<file path="src/rtl/ptw_pkg.sv">
// ptw_pkg: shared types and codes for the periodic timing wheel
// used by ptw_front, ptw_back and periodic_timing_wheel; no dependencies
package ptw_pkg;

    localparam int CMD_W       = 2;
    localparam int ID_W        = 4;
    localparam int PERIOD_IN_W = 16;
    localparam int KIND_W      = 2;

    // command codes on the input channel
    localparam logic [CMD_W-1:0] CMD_REGISTER   = 2'd0;
    localparam logic [CMD_W-1:0] CMD_UNREGISTER = 2'd1;
    localparam logic [CMD_W-1:0] CMD_TICK       = 2'd2;

    // classified operation handed from front to back
    typedef enum logic [1:0] {
        OP_REG    = 2'd0,
        OP_UNREG  = 2'd1,
        OP_TICK   = 2'd2,
        OP_REJECT = 2'd3
    } op_t;

    // result kind codes on the output channel
    typedef enum logic [KIND_W-1:0] {
        KIND_ACCEPTED  = 2'd0,
        KIND_REJECTED  = 2'd1,
        KIND_EXPIRED   = 2'd2,
        KIND_IDLE_TICK = 2'd3
    } kind_t;

    typedef struct packed {
        op_t             op;
        logic [ID_W-1:0] id;
    } ptw_cmd_t;

endpackage

</file>
<file path="src/rtl/ptw_ram.sv">
// ptw_ram: generic single write port, single read port ram with registered read
// no dependencies
module ptw_ram #(
    parameter int WIDTH = 32,
    parameter int DEPTH = 16
) (
    input  logic                                     aclk,
    input  logic                                     we,
    input  logic [((DEPTH > 1) ? $clog2(DEPTH) : 1)-1:0] waddr,
    input  logic [WIDTH-1:0]                         wdata,
    input  logic                                     re,
    input  logic [((DEPTH > 1) ? $clog2(DEPTH) : 1)-1:0] raddr,
    output logic [WIDTH-1:0]                         rdata
);

    logic [WIDTH-1:0] mem [DEPTH];
    logic [WIDTH-1:0] rdata_reg;

    always_ff @(posedge aclk) begin
        if (we) begin
            mem[waddr] <= wdata;
        end
        if (re) begin
            rdata_reg <= mem[raddr];
        end
    end

    assign rdata = rdata_reg;

endmodule

</file>
<file path="src/rtl/ptw_front.sv">
// ptw_front: accepts input words, classifies them and queues them for the back end
// depends on ptw_pkg
module ptw_front import ptw_pkg::*; #(
    parameter int TIMERS      = 16,
    parameter int PERIOD_BITS = 16
) (
    input  logic                   aclk,
    input  logic                   aresetn,
    input  logic                   s_valid,
    output logic                   s_ready,
    input  logic [CMD_W-1:0]       s_cmd,
    input  logic [ID_W-1:0]        s_timer_id,
    input  logic [PERIOD_IN_W-1:0] s_period,
    output logic                   q_valid,
    input  logic                   q_ready,
    output ptw_cmd_t               q_cmd,
    output logic [PERIOD_BITS-1:0] q_period
);

    ptw_cmd_t               cls_cmd;
    logic [PERIOD_BITS-1:0] cls_period;
    logic                   id_bad;

    ptw_cmd_t               slot_cmd_reg    [2];
    logic [PERIOD_BITS-1:0] slot_period_reg [2];
    logic                   wr_ptr_reg;
    logic                   rd_ptr_reg;
    logic [1:0]             count_reg;
    logic                   push;
    logic                   pop;

    // period is taken in its low PERIOD_BITS bits
    assign cls_period = PERIOD_BITS'(s_period);
    assign id_bad     = (int'(s_timer_id) >= TIMERS);

    always_comb begin
        cls_cmd.id = s_timer_id;
        case (s_cmd)
            CMD_REGISTER: begin
                cls_cmd.op = (id_bad || (cls_period == '0)) ? OP_REJECT : OP_REG;
            end
            CMD_UNREGISTER: begin
                cls_cmd.op = id_bad ? OP_REJECT : OP_UNREG;
            end
            CMD_TICK: begin
                cls_cmd.op = OP_TICK;
            end
            default: begin
                cls_cmd.op = OP_REJECT;
            end
        endcase
    end

    // two-entry queue
    assign s_ready  = (count_reg != 2'd2);
    assign q_valid  = (count_reg != 2'd0);
    assign push     = s_valid && s_ready;
    assign pop      = q_valid && q_ready;
    assign q_cmd    = slot_cmd_reg[rd_ptr_reg];
    assign q_period = slot_period_reg[rd_ptr_reg];

    always_ff @(posedge aclk) begin
        if (push) begin
            slot_cmd_reg[wr_ptr_reg]    <= cls_cmd;
            slot_period_reg[wr_ptr_reg] <= cls_period;
        end
        if (!aresetn) begin
            wr_ptr_reg <= 1'b0;
            rd_ptr_reg <= 1'b0;
            count_reg  <= 2'd0;
        end else begin
            if (push) begin
                wr_ptr_reg <= ~wr_ptr_reg;
            end
            if (pop) begin
                rd_ptr_reg <= ~rd_ptr_reg;
            end
            case ({push, pop})
                2'b10:   count_reg <= count_reg + 2'd1;
                2'b01:   count_reg <= count_reg - 2'd1;
                default: count_reg <= count_reg;
            endcase
        end
    end

endmodule

</file>
<file path="src/rtl/ptw_back.sv">
// ptw_back: executes queued operations against the timer table and drives results
// depends on ptw_pkg and ptw_ram
module ptw_back import ptw_pkg::*; #(
    parameter int TIMERS      = 16,
    parameter int PERIOD_BITS = 16
) (
    input  logic                   aclk,
    input  logic                   aresetn,
    input  logic                   q_valid,
    output logic                   q_ready,
    input  ptw_cmd_t               q_cmd,
    input  logic [PERIOD_BITS-1:0] q_period,
    output logic                   m_valid,
    input  logic                   m_ready,
    output logic [KIND_W-1:0]      m_result_kind,
    output logic [ID_W-1:0]        m_expired_id,
    output logic                   m_last
);

    localparam int IDX_W = (TIMERS > 1) ? $clog2(TIMERS) : 1;
    localparam int ENT_W = 2 * PERIOD_BITS;
    localparam logic [IDX_W-1:0] LAST_IDX = IDX_W'(TIMERS - 1);

    typedef enum logic [1:0] {
        ST_IDLE,
        ST_SCAN,
        ST_DONE
    } state_t;

    state_t                 state_reg;
    logic [IDX_W-1:0]       eval_idx_reg;
    logic                   pend_valid_reg;
    logic [IDX_W-1:0]       pend_id_reg;
    logic [TIMERS-1:0]      active_reg;
    logic                   m_valid_reg;
    kind_t                  m_kind_reg;
    logic [ID_W-1:0]        m_id_reg;
    logic                   m_last_reg;

    logic                   ram_we;
    logic [IDX_W-1:0]       ram_waddr;
    logic [ENT_W-1:0]       ram_wdata;
    logic                   ram_re;
    logic [IDX_W-1:0]       ram_raddr;
    logic [ENT_W-1:0]       ram_rdata;

    logic [PERIOD_BITS-1:0] ent_period;
    logic [PERIOD_BITS-1:0] ent_remain;
    logic [IDX_W-1:0]       q_idx;
    logic                   out_free;
    logic                   eval_active;
    logic                   fire;
    logic                   scan_go;
    logic                   pop;
    logic                   out_load;

    // entry: period in the upper half, ticks left until expiry in the lower half
    ptw_ram #(
        .WIDTH (ENT_W),
        .DEPTH (TIMERS)
    ) u_table (
        .aclk  (aclk),
        .we    (ram_we),
        .waddr (ram_waddr),
        .wdata (ram_wdata),
        .re    (ram_re),
        .raddr (ram_raddr),
        .rdata (ram_rdata)
    );

    assign ent_period  = ram_rdata[ENT_W-1:PERIOD_BITS];
    assign ent_remain  = ram_rdata[PERIOD_BITS-1:0];
    assign q_idx       = IDX_W'(q_cmd.id);
    assign out_free    = !m_valid_reg || m_ready;
    assign eval_active = active_reg[eval_idx_reg];
    assign fire        = eval_active && (ent_remain == PERIOD_BITS'(1));
    // a second expiry needs the output register to pass on the pending one
    assign scan_go     = !(fire && pend_valid_reg && !out_free);
    assign q_ready     = (state_reg == ST_IDLE) && out_free;
    assign pop         = q_valid && q_ready;
    // a new result word goes into the output register this cycle
    assign out_load    = ((state_reg == ST_IDLE) && pop && (q_cmd.op != OP_TICK))
                      || ((state_reg == ST_SCAN) && scan_go && fire && pend_valid_reg)
                      || ((state_reg == ST_DONE) && out_free);

    always_comb begin
        ram_we    = 1'b0;
        ram_waddr = '0;
        ram_wdata = '0;
        ram_re    = 1'b0;
        ram_raddr = '0;
        case (state_reg)
            ST_IDLE: begin
                if (pop && (q_cmd.op == OP_REG)) begin
                    ram_we    = 1'b1;
                    ram_waddr = q_idx;
                    ram_wdata = {q_period, q_period};
                end
                if (pop && (q_cmd.op == OP_TICK)) begin
                    ram_re    = 1'b1;
                    ram_raddr = '0;
                end
            end
            ST_SCAN: begin
                if (scan_go) begin
                    ram_we    = eval_active;
                    ram_waddr = eval_idx_reg;
                    ram_wdata = fire ? {ent_period, ent_period}
                                     : {ent_period, ent_remain - PERIOD_BITS'(1)};
                    if (eval_idx_reg != LAST_IDX) begin
                        ram_re    = 1'b1;
                        ram_raddr = eval_idx_reg + IDX_W'(1);
                    end
                end
            end
            default: begin
            end
        endcase
    end

    always_ff @(posedge aclk) begin
        if (!aresetn) begin
            state_reg      <= ST_IDLE;
            eval_idx_reg   <= '0;
            pend_valid_reg <= 1'b0;
            active_reg     <= '0;
            m_valid_reg    <= 1'b0;
        end else begin
            if (m_valid_reg && m_ready && !out_load) begin
                m_valid_reg <= 1'b0;
            end
            case (state_reg)
                ST_IDLE: begin
                    if (pop) begin
                        case (q_cmd.op)
                            OP_REG, OP_UNREG: begin
                                active_reg[q_idx] <= (q_cmd.op == OP_REG);
                                m_valid_reg       <= 1'b1;
                                m_kind_reg        <= KIND_ACCEPTED;
                                m_id_reg          <= q_cmd.id;
                                m_last_reg        <= 1'b1;
                            end
                            OP_TICK: begin
                                eval_idx_reg <= '0;
                                state_reg    <= ST_SCAN;
                            end
                            default: begin
                                m_valid_reg <= 1'b1;
                                m_kind_reg  <= KIND_REJECTED;
                                m_id_reg    <= q_cmd.id;
                                m_last_reg  <= 1'b1;
                            end
                        endcase
                    end
                end
                ST_SCAN: begin
                    if (scan_go) begin
                        if (fire) begin
                            if (pend_valid_reg) begin
                                m_valid_reg <= 1'b1;
                                m_kind_reg  <= KIND_EXPIRED;
                                m_id_reg    <= ID_W'(pend_id_reg);
                                m_last_reg  <= 1'b0;
                            end
                            pend_id_reg    <= eval_idx_reg;
                            pend_valid_reg <= 1'b1;
                        end
                        if (eval_idx_reg == LAST_IDX) begin
                            state_reg <= ST_DONE;
                        end else begin
                            eval_idx_reg <= eval_idx_reg + IDX_W'(1);
                        end
                    end
                end
                ST_DONE: begin
                    if (out_free) begin
                        m_valid_reg    <= 1'b1;
                        m_kind_reg     <= pend_valid_reg ? KIND_EXPIRED : KIND_IDLE_TICK;
                        m_id_reg       <= pend_valid_reg ? ID_W'(pend_id_reg) : '0;
                        m_last_reg     <= 1'b1;
                        pend_valid_reg <= 1'b0;
                        state_reg      <= ST_IDLE;
                    end
                end
                default: begin
                    state_reg <= ST_IDLE;
                end
            endcase
        end
    end

    assign m_valid       = m_valid_reg;
    assign m_result_kind = m_kind_reg;
    assign m_expired_id  = m_id_reg;
    assign m_last        = m_last_reg;

endmodule

</file>
<file path="src/rtl/periodic_timing_wheel.sv">
// periodic_timing_wheel: top level of the periodic timer block
// depends on ptw_pkg, ptw_front, ptw_back (and ptw_ram through ptw_back)

// Periodic timer block for up to TIMERS timers. A register word (cmd 0) arms
// timer timer_id with a period of p ticks (low PERIOD_BITS bits of period) so
// that it expires every p ticks from then on; re-arming an active id replaces
// it. An unregister word (cmd 1) disarms the timer. A tick word (cmd 2) moves
// time on by one and returns one result word per expiring timer, in
// ascending id order, with last on the final one, or a single "tick with no
// expiry" word. A zero period, an id of TIMERS or above, or cmd 3 gives one
// rejected word. Each table entry keeps its period and the ticks left until
// expiry, which gives the same expiry times as a wheel slot and round count
// with no division. A register, unregister or rejected word goes from the
// queue straight into the result register; a tick walks the whole timer
// table through its ram (one write port, one read port), one entry per
// cycle while the result side does not stall. A two-word queue sits
// between the input classifier and the executing back end and keeps taking
// words while a result waits in the result register; the back end takes no
// new word until that result has gone.
module periodic_timing_wheel import ptw_pkg::*; #(
    parameter int TIMERS      = 16,
    parameter int PERIOD_BITS = 16
) (
    input  logic                   aclk,
    input  logic                   aresetn,
    // input words
    input  logic                   s_valid,
    output logic                   s_ready,
    input  logic [CMD_W-1:0]       s_cmd,
    input  logic [ID_W-1:0]        s_timer_id,
    input  logic [PERIOD_IN_W-1:0] s_period,
    // result words
    output logic                   m_valid,
    input  logic                   m_ready,
    output logic [KIND_W-1:0]      m_result_kind,
    output logic [ID_W-1:0]        m_expired_id,
    output logic                   m_last
);

    // classified words between front and back
    logic                   q_valid;
    logic                   q_ready;
    ptw_cmd_t               q_cmd;
    logic [PERIOD_BITS-1:0] q_period;

    // front: decode, range checks and the two-word queue
    ptw_front #(
        .TIMERS      (TIMERS),
        .PERIOD_BITS (PERIOD_BITS)
    ) u_front (
        .aclk       (aclk),
        .aresetn    (aresetn),
        .s_valid    (s_valid),
        .s_ready    (s_ready),
        .s_cmd      (s_cmd),
        .s_timer_id (s_timer_id),
        .s_period   (s_period),
        .q_valid    (q_valid),
        .q_ready    (q_ready),
        .q_cmd      (q_cmd),
        .q_period   (q_period)
    );

    // back: timer table, tick scan and result register
    ptw_back #(
        .TIMERS      (TIMERS),
        .PERIOD_BITS (PERIOD_BITS)
    ) u_back (
        .aclk          (aclk),
        .aresetn       (aresetn),
        .q_valid       (q_valid),
        .q_ready       (q_ready),
        .q_cmd         (q_cmd),
        .q_period      (q_period),
        .m_valid       (m_valid),
        .m_ready       (m_ready),
        .m_result_kind (m_result_kind),
        .m_expired_id  (m_expired_id),
        .m_last        (m_last)
    );

endmodule
</file>
<file path="config.mk">
export PLATFORM = sky130hd
export DESIGN_NAME = periodic_timing_wheel
export DESIGN_NICKNAME = d
export VERILOG_FILES = /design/src/rtl/ptw_pkg.sv /design/src/rtl/ptw_ram.sv /design/src/rtl/ptw_front.sv /design/src/rtl/ptw_back.sv /design/src/rtl/periodic_timing_wheel.sv
export SDC_FILE = /design/constraint.sdc
export NUM_CORES = 1
export LEC_CHECK = 0
export BUFFER_PORTS_ARGS = -buffer_cell sky130_fd_sc_hd__buf_2
export CAP_MARGIN = 0
export CELL_PAD_IN_SITES_DETAIL_PLACEMENT = 0
export CELL_PAD_IN_SITES_GLOBAL_PLACEMENT = 1
export CORE_ASPECT_RATIO = 0.9
export CORE_UTILIZATION = 53
export CTS_CLUSTER_DIAMETER = 50
export DETAILED_ROUTE_END_ITERATION = 6
export PLACE_DENSITY_LB_ADDON = 0.3
export SYNTH_ARGS = -nofsm -noshare
export SYNTH_HDL_FRONTEND = slang
export SYNTH_SLANG_ARGS = --single-unit
</file>
<file path="constraint.sdc">
create_clock -name aclk -period 6.22 [get_ports aclk]
set_input_delay 1.244 -clock aclk [delete_from_list [all_inputs] [get_ports aclk]]
set_output_delay 1.244 -clock aclk [all_outputs]
set_load 0.005 [all_outputs]
</file>
==> impl_metrics.csv, run 1 <==
group,metric,value,unit
sta,tns,0,ns
cts,clock_latency,0.65,ns
setup_path,path_class,"reg2reg",
power,leakage,9.19,nW
placement,placed_cells,2406,
global_routing,grt_pass1_wl,105,mm
setup_path,path_max_fanout,32,
global_routing,grt_max_degree,73,
placement,place_ws,1.63,ns
power,p_int,7.78,mW
setup_path,worst_path_max_delay_cell,"nor2_4",
cts,cts_made_buffers,61,
floorplanning,core_region_area,49100,sq um
cts,cts_resized,0,
sta,rsz0062_at_grt,"no",
final_layout,largest_reg_flops,512,
synthesis,synth_most_common_cell,"edfxtp_1",
setup_path,crit_path_cell_trace,"inv_1 > ha_1 > nor4b_1 > nand4_2 > a2111oi_2 > o21ai_4 > a31oi_1 > nand3_1 > nor2_4",
placement,hpwlAfterDp,41.3,mm
power,p_clk_frac,0.356,
floorplanning,start_util,0.537,
setup_path,worstSetupEndpointType,"flop",
routing,dr.pass1.iters,5,
sta,setup_ws,1.61,ns
global_routing,grt_overflow_total,0,
routing,wire_per_inst,28.0,um
placement,dpl_cell_area,27400,sq um
routing,dr.first_iter.drc_count,1998,
sta,hold_viol_final,0,
synthesis,syn-num-nets,1856,
setup_path,critPathTopFamily,"simple AND/OR/NAND/NOR gates",
setup_path,arrival,4.86,ns
synthesis,ys_seq_elements,628,
floorplanning,die_area,50700,sq um
sta,worst_pin_slew,1.37,ns
routing,ant_nets,0,
cts,cts_tree,"built",
sta,fin_skew,0.0209,ns
setup_path,startpoint_type,"flop",
sta,post-route-period-util,0.741,
routing,routed_via_density,6.65,
power,vdd_drop_max,0.269,mV
floorplanning,std_cell_rows,77,
final_layout,drive_gt1_frac,0.144,
setup_path,required,6.47,ns
job,maxCapViolCount,0,
setup_path,cp_slowest_stage_delay,1.16,ns
final_layout,num_antenna_cells,0,
synthesis,synth_edf_count,599,
cts,clkTransAtPathRegs,0.06,ns
power,powerDensity,362,nW/um^2
power,combinationalPowerShare,0.156,
min_path,hp-class,"reg2reg",
global_routing,antenna_found_initial,0,
synthesis,synthTopCellsByArea,"edfxtp_1 68%, mux2i_1 4.5%, o21ai_0 2.9%, dfxtp_1 2.2%, mux2_2 1.8%",
sta,relSlewSlack,0.0827,
sta,drv_slew,0,
synthesis,yosysTopAreaCell,"edfxtp_1",
synthesis,synth_async_sr_flop_share,0,
synthesis,synth_cell_types,76,
synthesis,yosysSeqAreaShare,0.704,
global_routing,grtUsageTotal,0.281,
cts,clockBufferDepth,3,
cts,cts_root_buffer,"clkbuf_16",
synthesis,syn_avg_cell_area,14.5,sq um
setup_path,worst-path-buf-inv,1,
floorplanning,die_w,237,um
synthesis,ys_warn_count,0,
cts,cts_hold_buf,0,
power,switchingPower,2.91,mW
cts,post_cts_buffers,0,
outcome,status,"finished, final reports clean",
final_layout,design_area,29500,sq um
floorplanning,die_y,214,um
power,switching_share,0.272,
routing,drcViolationCount,0,
placement,gp_congestion,0.900,
synthesis,synthCells,1822,
sta,finalSetupViolCount,0,
floorplanning,num_io_pins,35,
synthesis,syn_area,26400,sq um
global_routing,grt_pass1_vias,16200,
synthesis,synth.top_cell.area_share,0.682,
final_layout,nNetsFinal,1872,
power,seqPwrFrac,0.489,
routing,wl,70.6,mm
synthesis,synthTopCellsByCount,"599 x edfxtp_1, 152 x o21ai_0, 118 x mux2i_1, 109 x clkbuf_1, 104 x nand2_1",
cts,cts.htree.levels,2,
routing,num_vias,16800,
sta,fmaxAchievable,217,MHz
cts,cts_sinks,628,
synthesis,synth-main-ff-cell,"edfxtp_1",
final_layout,area_growth,11.8,%
sta,layout_min_cycle_time,4.61,ns
placement,numPortBuffers,34,
final_layout,instances_no_fill,2523,
-- per-layer routing --
| layer | vias up | global-route usage | wire length [um] |
|---|---|---|---|
| met2 | 973 | 0.436 | 32400 |
| met5 | - | 0 | 0 |
| met1 | 8348 | 0.400 | 29100 |
| met4 | 0 | 0.106 | 2390 |
| li1 | 7306 | - | - |
| met3 | 153 | 0.0489 | 6680 |
-- final timing paths --
path,startpoint,to,slack (ns),cells after the start
setup / recovery,u_back.u_table.rdata[1]$_DFFE_PP_,u_back.u_table.mem[8][0]$_DFFE_PP_,1.61,9
hold / removal,u_back.active_reg[15]$_SDFFE_PN0P_,u_back.active_reg[15]$_SDFFE_PN0P_,0.52,2
setup reg to reg,u_back.u_table.rdata[1]$_DFFE_PP_,u_back.u_table.mem[8][0]$_DFFE_PP_,1.61,9
hold reg to reg,u_back.active_reg[15]$_SDFFE_PN0P_,u_back.active_reg[15]$_SDFFE_PN0P_,0.52,2
-- stage by stage --
step / hold WS (ns) / total power [mW] / utilization
2_1_floorplan: 0.433 / 6.30 / -
3_3_place_gp: 0.494 / 6.90 / 0.557
3_5_place_dp: 0.514 / 6.94 / 0.557
4_1_cts: 0.522 / 10.7 / 0.600
5_1_grt: 0.548 / 11.0 / 0.600
6_report: 0.525 / 10.7 / 0.600
-- worst min-delay path, stage by stage, from the launching register on --
cell     delay [ns]
dfxtp_1        0.31
a21oi_1        0.11
nor3b_1        0.06
-- power by group through the flow --
stage / clock (mW) / sequential (mW) / combinational [mW]
after floorplan: 0 / 5.26 / 1.03
after global placement: 0 / 5.30 / 1.60
after detailed placement: 0 / 5.30 / 1.63
after CTS: 3.83 / 5.22 / 1.64
after global routing: 4.00 / 5.24 / 1.78
final: 3.80 / 5.22 / 1.66
-- logic make-up (layout without fill, tap and decap cells) --
| logic type | after synthesis | count (layout) | share of synthesized area |
|---|---|---|---|
| AO/OA/AOI/OAI | 509 | 509 | 0.137 |
| XOR/XNOR | 16 | 16 | 0.00531 |
| AND/OR/NAND/NOR | 355 | 355 | 0.0641 |
| buffers and inverters | 146 | 215 | 0.0235 |
| flip-flops | 628 | 628 | 0.704 |
| multiplexers | 160 | 160 | 0.0628 |
| adder cells (fa/ha/maj) | 8 | 8 | 0.00379 |
-- cell type report --
class,instances,area (sq um)
inverters,10,37.5
repair buffers,89,596
fillers,3746,19600
multi-input cells,1048,7420
flip-flops and latches,628,18600
clock buffers,72,1590
well taps,632,791
clock inverters,44,483
-- placed cells by master (no fill, tap or decap), types with 30 or more instances in the layout --
cell	Yosys	routed
edfxtp_1	599	599
o21ai_0	152	150
mux2i_1	118	118
a221o_1	31	31
a31oi_1	38	38
clkbuf_16	0	61
a32oi_1	31	31
buf_4	0	54
a22o_1	31	31
a32o_1	31	31
o22ai_1	46	46
nand3_1	75	74
mux2_2	41	41
nand2_1	104	101
o211ai_1	32	32
buf_2	14	34
nor2_1	95	75
a211o_1	30	30
Power figures use the tool's default switching activity.
==> inputs of run 2 (changes only) <==
--- a/config.mk
+++ b/config.mk
@@ -5,12 +5,13 @@
 export SDC_FILE = /design/constraint.sdc
 export NUM_CORES = 1
 export LEC_CHECK = 0
+export ABC_AREA = 1
 export BUFFER_PORTS_ARGS = -buffer_cell sky130_fd_sc_hd__buf_2
 export CAP_MARGIN = 0
 export CELL_PAD_IN_SITES_DETAIL_PLACEMENT = 0
 export CELL_PAD_IN_SITES_GLOBAL_PLACEMENT = 1
 export CORE_ASPECT_RATIO = 0.9
-export CORE_UTILIZATION = 53
+export CORE_UTILIZATION = 46
 export CTS_CLUSTER_DIAMETER = 50
 export DETAILED_ROUTE_END_ITERATION = 6
 export PLACE_DENSITY_LB_ADDON = 0.3
==> constraint.sdc (replaced) <==
create_clock -name aclk -period 3.75 [get_ports aclk]
set_input_delay 0.75 -clock aclk [delete_from_list [all_inputs] [get_ports aclk]]
set_output_delay 0.75 -clock aclk [all_outputs]
set_load 0.005 [all_outputs]
==> run 2 against run 1 <==
  * Power rose by 100%
  * Register-to-register slack got worse by 1.4 ns
  * Via count grew 22%
  * Critical path depth up 2
  * First-iteration DRC count rose by 14%
  * Clock skew up 0.0073 ns
  * Hold slack got worse by 0.20 ns
  * Critical path type unchanged
  * Critical endpoint is now u_back.u_table.mem[5][11]$_DFFE_PP_
  * Largest power group unchanged
==> impl_metrics.csv, run 2 <==
group,metric,value,unit
outcome,status,"finished, final reports clean",
final_layout,area_growth,12.9,%
cts,clockBufferDepth,3,
global_routing,use_met2,0.385,
global_routing,grt_pass1_vias,19200,
setup_path,worstSetupEndpointType,"flop",
global_routing,grt_pass1_wl,120,mm
final_layout,drive_gt1_frac,0.0968,
sta,layout_min_cycle_time,3.56,ns
sta,rsz0062_at_grt,"no",
cts,cts_sinks,628,
setup_path,reg2regPathDepth,11,
sta,finalSetupViolCount,0,
setup_path,path_class,"reg2reg",
setup_path,r2r_start,"u_back.u_table.rdata[5]$_DFFE_PP_",
cts,cts_root_buffer,"clkbuf_16",
routing,dr.first_iter.drc_count,2273,
floorplanning,std_cell_rows,86,
synthesis,yosysSeqAreaShare,0.651,
global_routing,grt_max_degree,146,
synthesis,synth_cell_types,39,
setup_path,cp_common_cell,"nor2_1",
final_layout,largest_reg_flops,512,
sta,post-route-period-util,0.950,
global_routing,busiest_layer,"met2",
sta,fin_skew,0.0282,ns
setup_path,arrival,3.82,ns
setup_path,worst_path_max_delay_cell,"edfxtp_1",
final_layout,design_area,32200,sq um
floorplanning,num_io_pins,35,
synthesis,synth_edf_count,599,
power,leakage,13.1,nW
routing,ant_nets,0,
placement,dpl_cell_area,30000,sq um
setup_path,crit_path_cell_trace,"nor2_1 > inv_2 > nor2_1 > nand3_1 > nor3_2 > nand4_4 > nand2_4 > o22ai_1 > nand3b_1 > nor2_4 > buf_4",
synthesis,synthTopCellsByArea,"edfxtp_1 63%, nand3_1 6.2%, inv_1 6.0%, nand4_1 5.7%, nand2_1 5.3%",
power,powerDensity,668,nW/um^2
cts,clkTransAtPathRegs,0.06,ns
cts,cts_made_buffers,71,
routing,drcViolationCount,0,
routing,routed_via_density,5.63,
setup_path,path_max_fanout,19,
min_path,hold_start,"s_timer_id[0]",
floorplanning,start_util,0.466,
global_routing,grtUsageTotal,0.251,
sta,drv_slew,0,
setup_path,critPathTopFamily,"simple AND/OR/NAND/NOR gates",
cts,clock_latency,0.62,ns
synthesis,synth.top_cell.area_share,0.630,
floorplanning,die_w,265,um
cts,cts.htree.levels,3,
floorplanning,die_area,63000,sq um
final_layout,num_antenna_cells,0,
final_layout,final_common_cell,"edfxtp_1",
placement,gp_congestion,0.947,
power,total_power,21.5,mW
setup_path,startpoint_type,"flop",
global_routing,grt_overflow_total,0,
final_layout,final_cell_mix,"599 x edfxtp_1, 452 x inv_1, 404 x nand2_1",
synthesis,ys_warn_count,0,
min_path,hp-class,"in2reg",
final_layout,nNetsFinal,2834,
setup_path,r2r-end,"u_back.u_table.mem[5][11]$_DFFE_PP_",
cts,cts_tree,"built",
routing,wl,78.8,mm
setup_path,required,4.01,ns
setup_path,r2r_slack,0.19,ns
synthesis,ys_seq_elements,628,
placement,numPortBuffers,34,
floorplanning,core_region_area,61200,sq um
cts,cts_hold_buf,0,
routing,wire_per_inst,21.6,um
synthesis,syn-num-nets,2816,
global_routing,use_met3,0.0379,
sta,fmaxAchievable,281,MHz
placement,hpwlAfterDp,45.3,mm
synthesis,syn_area,28500,sq um
synthesis,synth_async_sr_flop_share,0,
sta,relSlewSlack,0.111,
synthesis,synth_most_common_cell,"edfxtp_1",
floorplanning,die_y,238,um
synthesis,synthCells,2782,
min_path,whs_path_depth,1,
power,vdd_drop_max,0.428,mV
final_layout,n_fill_cell,5328,
sta,hold_viol_final,0,
setup_path,worst-path-buf-inv,2,
synthesis,synthTopCellsByCount,"599 x edfxtp_1, 453 x inv_1, 405 x nand2_1, 356 x nand3_1, 317 x nor2_1",
routing,dr.pass1.iters,7,
routing,num_vias,20500,
final_layout,multiInputGateArea,7580,sq um
synthesis,yosysTopAreaCell,"edfxtp_1",
final_layout,seq_area,18600,sq um
synthesis,syn_avg_cell_area,10.3,sq um
global_routing,antenna_found_initial,0,
min_path,min_to,"u_front.slot_cmd_reg[1][0]$_DFFE_PP_",
job,maxCapViolCount,0,
setup_path,cp_slowest_stage_delay,0.53,ns
sta,worst_pin_slew,1.33,ns
global_routing,use_met1,0.362,
synthesis,synth-main-ff-cell,"edfxtp_1",
-- run 2: cell types whose count changed after synthesis, sizes merged, moves of 67 or more --
cell,delta
nand3,+282
nand4,+258
mux2i,-117
inv,+450
nor2,+224
o21ai,-98
buf,+67
nand2,+304
-- run 2: how the worst max path moves through the flow --
stage	startpoint	endpoint	cells past startpoint
finish	u_back.u_table.rdata[5]$_DFFE_PP_	u_back.u_table.mem[5][11]$_DFFE_PP_	11
global route	u_back.u_table.rdata[5]$_DFFE_PP_	u_back.u_table.mem[10][6]$_DFFE_PP_	12
CTS	u_back.u_table.rdata[5]$_DFFE_PP_	u_back.u_table.mem[8][30]$_DFFE_PP_	11
detailed placement	u_back.u_table.rdata[5]$_DFFE_PP_	u_back.u_table.mem[11][12]$_DFFE_PP_	11
global placement	m_ready	u_back.u_table.mem[11][4]$_DFFE_PP_	14
floorplan	m_ready	u_back.u_table.mem[12][0]$_DFFE_PP_	12
-- run 2: cell type report --
cell class | instances | area share
flip-flops and latches | 628 | 0.576
clock buffers | 84 | 0.0586
multi-input cells | 1519 | 0.235
repair buffers | 120 | 0.0346
inverters | 460 | 0.0538
clock inverters | 41 | 0.0107
well taps | 792 | 0.0308
-- run 2: cells by family after synthesis --
family / after synthesis / synth area share
muxes: 17 / 0.00667
AOI/OAI and AO/OA: 111 / 0.0224
and+or+nand+nor: 1370 / 0.223
DFF: 628 / 0.651
buffers and inverters: 635 / 0.0899
adders and majority gates: 8 / 0.00351
xor gates and xnor gates: 13 / 0.00399
-- run 2: timing repair --
item | CTS | global route
gates resized for setup | 0 | 0
buffers inserted | 0 | 1
setup endpoints to repair | 0 | 98
-- run 2: report_power, final --
group	total, mW	internal, mW	leakage, nW	switching [mW]
Combinational	5.57	1.45	6.27	4.12
Clock	6.72	3.89	1.08	2.84
Sequential	9.24	8.83	5.77	0.417
Total	21.5	14.2	13.1	7.37
-- run 2: per-stage QoR --
step                      setup TNS [ns]  hold WS, ns  instances  setup WS [ns]  utilization
final                                  0        0.327       3644          0.186        0.526
after detailed placement               0        0.447       3518          0.196        0.490
after global routing                   0        0.316       3644         0.0187        0.526
after global placement                 0        0.436       3518          0.281        0.490
after CTS                              0        0.301       3643          0.162        0.526
after floorplan                   -46.45        0.425       2782         -0.125            -
-- run 2: metal layers --
metal  share of wire  vias up
met5               0        -
met4           0.032        0
met3           0.071      151
met2            0.45      831
met1            0.44     9978
li1                -     9540
==> inputs of run 3 (changes only) <==
--- a/config.mk
+++ b/config.mk
@@ -8,10 +8,10 @@
 export ABC_AREA = 1
 export BUFFER_PORTS_ARGS = -buffer_cell sky130_fd_sc_hd__buf_2
 export CAP_MARGIN = 0
-export CELL_PAD_IN_SITES_DETAIL_PLACEMENT = 0
-export CELL_PAD_IN_SITES_GLOBAL_PLACEMENT = 1
+export CELL_PAD_IN_SITES_DETAIL_PLACEMENT = 2
+export CELL_PAD_IN_SITES_GLOBAL_PLACEMENT = 2
 export CORE_ASPECT_RATIO = 0.9
-export CORE_UTILIZATION = 46
+export CORE_UTILIZATION = 38
 export CTS_CLUSTER_DIAMETER = 50
 export DETAILED_ROUTE_END_ITERATION = 6
 export PLACE_DENSITY_LB_ADDON = 0.3
==> run 3 against run 2 <==
  * Hold slack worse by 0.015 ns
  * Register-to-register slack worse by 0.16 ns
  * Design area up 2.5%
  * Power up 8.7%
  * Clock-buffer cell count up 12
  * Core utilization down 7.8 points
  * Clock skew down 0.0019 ns
  * Global-route usage up 1.6 points
  * First-iteration DRC count down 27%
  * Critical endpoint is now u_back.u_table.rdata[28]$_DFFE_PP_
  * Largest cell class unchanged
  * Largest power group unchanged
==> impl_metrics.csv, run 3 (synthesis gave the netlist of run 2 again) <==
group,metric,value,unit
outcome,status,"finished, final reports clean",
global_routing,grt_overflow_total,0,
setup_path,worst_path_max_delay_cell,"edfxtp_1",
sta,drv_slew,0,
final_layout,instances_no_fill,3842,
setup_path,r2r-end,"u_back.u_table.rdata[28]$_DFFE_PP_",
routing,ant_nets,0,
global_routing,grtUsageTotal,0.267,
min_path,hold_start,"s_timer_id[0]",
floorplanning,num_io_pins,35,
setup_path,reg2regPathDepth,13,
cts,clkTransAtPathRegs,0.06,ns
setup_path,cp_slowest_stage_delay,0.53,ns
placement,placed_cells,3694,
floorplanning,die_w,291,um
setup_path,r2r_slack,0.03,ns
final_layout,drive_gt1_frac,0.108,
global_routing,antenna_found_initial,1,
cts,cts_made_buffers,82,
placement,hpwlAfterDp,60.5,mm
final_layout,nNetsFinal,2853,
floorplanning,die_y,262,um
setup_path,worstSetupEndpointType,"flop",
sta,whs,0.311,ns
setup_path,worst-path-buf-inv,3,
routing,dr.pass1.iters,5,
setup_path,startpoint_type,"flop",
routing,wire_per_inst,26.4,um
setup_path,arrival,4.07,ns
final_layout,n_fill_cell,7521,
routing,num_vias,21800,
cts,cts_hold_buf,0,
sta,hold_viol_final,0,
floorplanning,std_cell_rows,94,
power,total_power,23.4,mW
sta,post-route-period-util,0.992,
sta,fin_skew,0.0262,ns
cts,cts_tree,"built",
power,leakage,13.4,nW
power,powerDensity,709,nW/um^2
min_path,min_to,"u_front.slot_cmd_reg[1][0]$_DFFE_PP_",
sta,tns,0,ns
cts,cts_root_buffer,"clkbuf_16",
cts,clock_latency,0.65,ns
setup_path,crit_path_cell_trace,"nor2_1 > inv_2 > nor2_1 > nand3_1 > nor4_1 > nand2_1 > inv_1 > nand3_1 > nand2_4 > buf_4 > nand3_1 > nand3_1 > nand2_1",
setup_path,cp_common_cell,"nand3_1",
power,vdd_drop_max,0.737,mV
placement,place_ws,0.154,ns
min_path,hp-class,"in2reg",
setup_path,path_max_fanout,18,
floorplanning,core_region_area,73700,sq um
sta,finalSetupViolCount,0,
placement,numPortBuffers,34,
setup_path,path_class,"reg2reg",
setup_path,required,4.10,ns
final_layout,area_growth,15.8,%
routing,dr.first_iter.drc_count,1652,
global_routing,grt_pass1_vias,24100,
job,maxCapViolCount,0,
final_layout,num_antenna_cells,0,
final_layout,final_cell_mix,"599 x edfxtp_1, 452 x inv_1, 404 x nand2_1",
routing,routed_via_density,5.67,
global_routing,grt_max_degree,141,
routing,drcViolationCount,0,
setup_path,r2r_start,"u_back.u_table.rdata[5]$_DFFE_PP_",
sta,rsz0062_at_grt,"no",
cts,cts.htree.levels,3,
floorplanning,start_util,0.387,
routing,wl,102,mm
cts,cts_sinks,628,
final_layout,largest_reg_flops,512,
placement,gp_congestion,0.871,
sta,setup_ws,0.0306,ns
global_routing,grt_pass1_wl,153,mm
setup_path,critPathTopFamily,"simple AND/OR/NAND/NOR gates",
sta,fmaxAchievable,269,MHz
floorplanning,die_area,76200,sq um
sta,layout_min_cycle_time,3.72,ns
cts,clockBufferDepth,3,
final_layout,final_common_cell,"edfxtp_1",
sta,relSlewSlack,0.225,
min_path,whs_path_depth,1,
sta,worst_pin_slew,1.16,ns
-- run 3: cell types whose count changed in the layout (fill, tap and decap cells not counted), sizes merged --
cell,before,now
clkinvlp,5,4
bufinv,4,8
buf,120,128
clkbuf,84,96
inv,464,471
-- run 3: worst max-delay path by stage --
stage | startpoint | end | slack [ns] | depth (start not counted)
final | u_back.u_table.rdata[5]$_DFFE_PP_ | u_back.u_table.rdata[28]$_DFFE_PP_ | 0.03 | 13
after global routing | u_back.state_reg[1]$_SDFFE_PN0P_ | u_back.u_table.mem[6][18]$_DFFE_PP_ | 0.004 | 13
after CTS | u_back.u_table.rdata[5]$_DFFE_PP_ | u_back.u_table.rdata[24]$_DFFE_PP_ | 0.09 | 13
after detailed placement | m_ready | u_back.u_table.mem[8][13]$_DFFE_PP_ | 0.15 | 14
after global placement | m_ready | u_back.u_table.mem[8][15]$_DFFE_PP_ | 0.35 | 14
after floorplan | m_ready | u_back.u_table.mem[12][0]$_DFFE_PP_ | -0.13 | 12
-- run 3: layout make-up --
class	count	area (sq um)	area share
tap	960	1200	0.0364
clock buffer	96	2100	0.0637
clock inverter	51	589	0.0178
inverter	460	1740	0.0526
sequential	628	18600	0.562
multi-input combinational	1519	7580	0.229
timing repair buffer	128	1250	0.0380
-- run 3: repair_timing --
item                                    in CTS  in global routing
gates resized for setup                      0                  1
endpoints found under the hold margin        0                  0
setup buffers                                0                  1
endpoints found under the setup margin       0                108
-- run 3: per-layer routing --
layer	vias to the layer above	wire length, um	global-route usage
li1	9572	-	-
met1	11400	42400	0.334
met2	562	51200	0.474
met3	201	4580	0.0341
met4	0	3360	0.0977
met5	-	0	0
-- run 3: where the power goes --
part / leakage (nW) / switching, mW / total [mW] / internal, mW
combinational: 6.33 / 4.69 / 6.19 / 1.50
sequential: 5.77 / 0.438 / 9.27 / 8.83
clock: 1.31 / 3.31 / 7.95 / 4.64
total: 13.4 / 8.44 / 23.4 / 15.0
-- run 3: stage by stage --
step,util,area [sq um]
2_1_floorplan,-,28500
3_3_place_gp,0.411,30300
3_5_place_dp,0.411,30300
4_1_cts,0.448,33000
5_1_grt,0.448,33000
6_report,0.448,33000
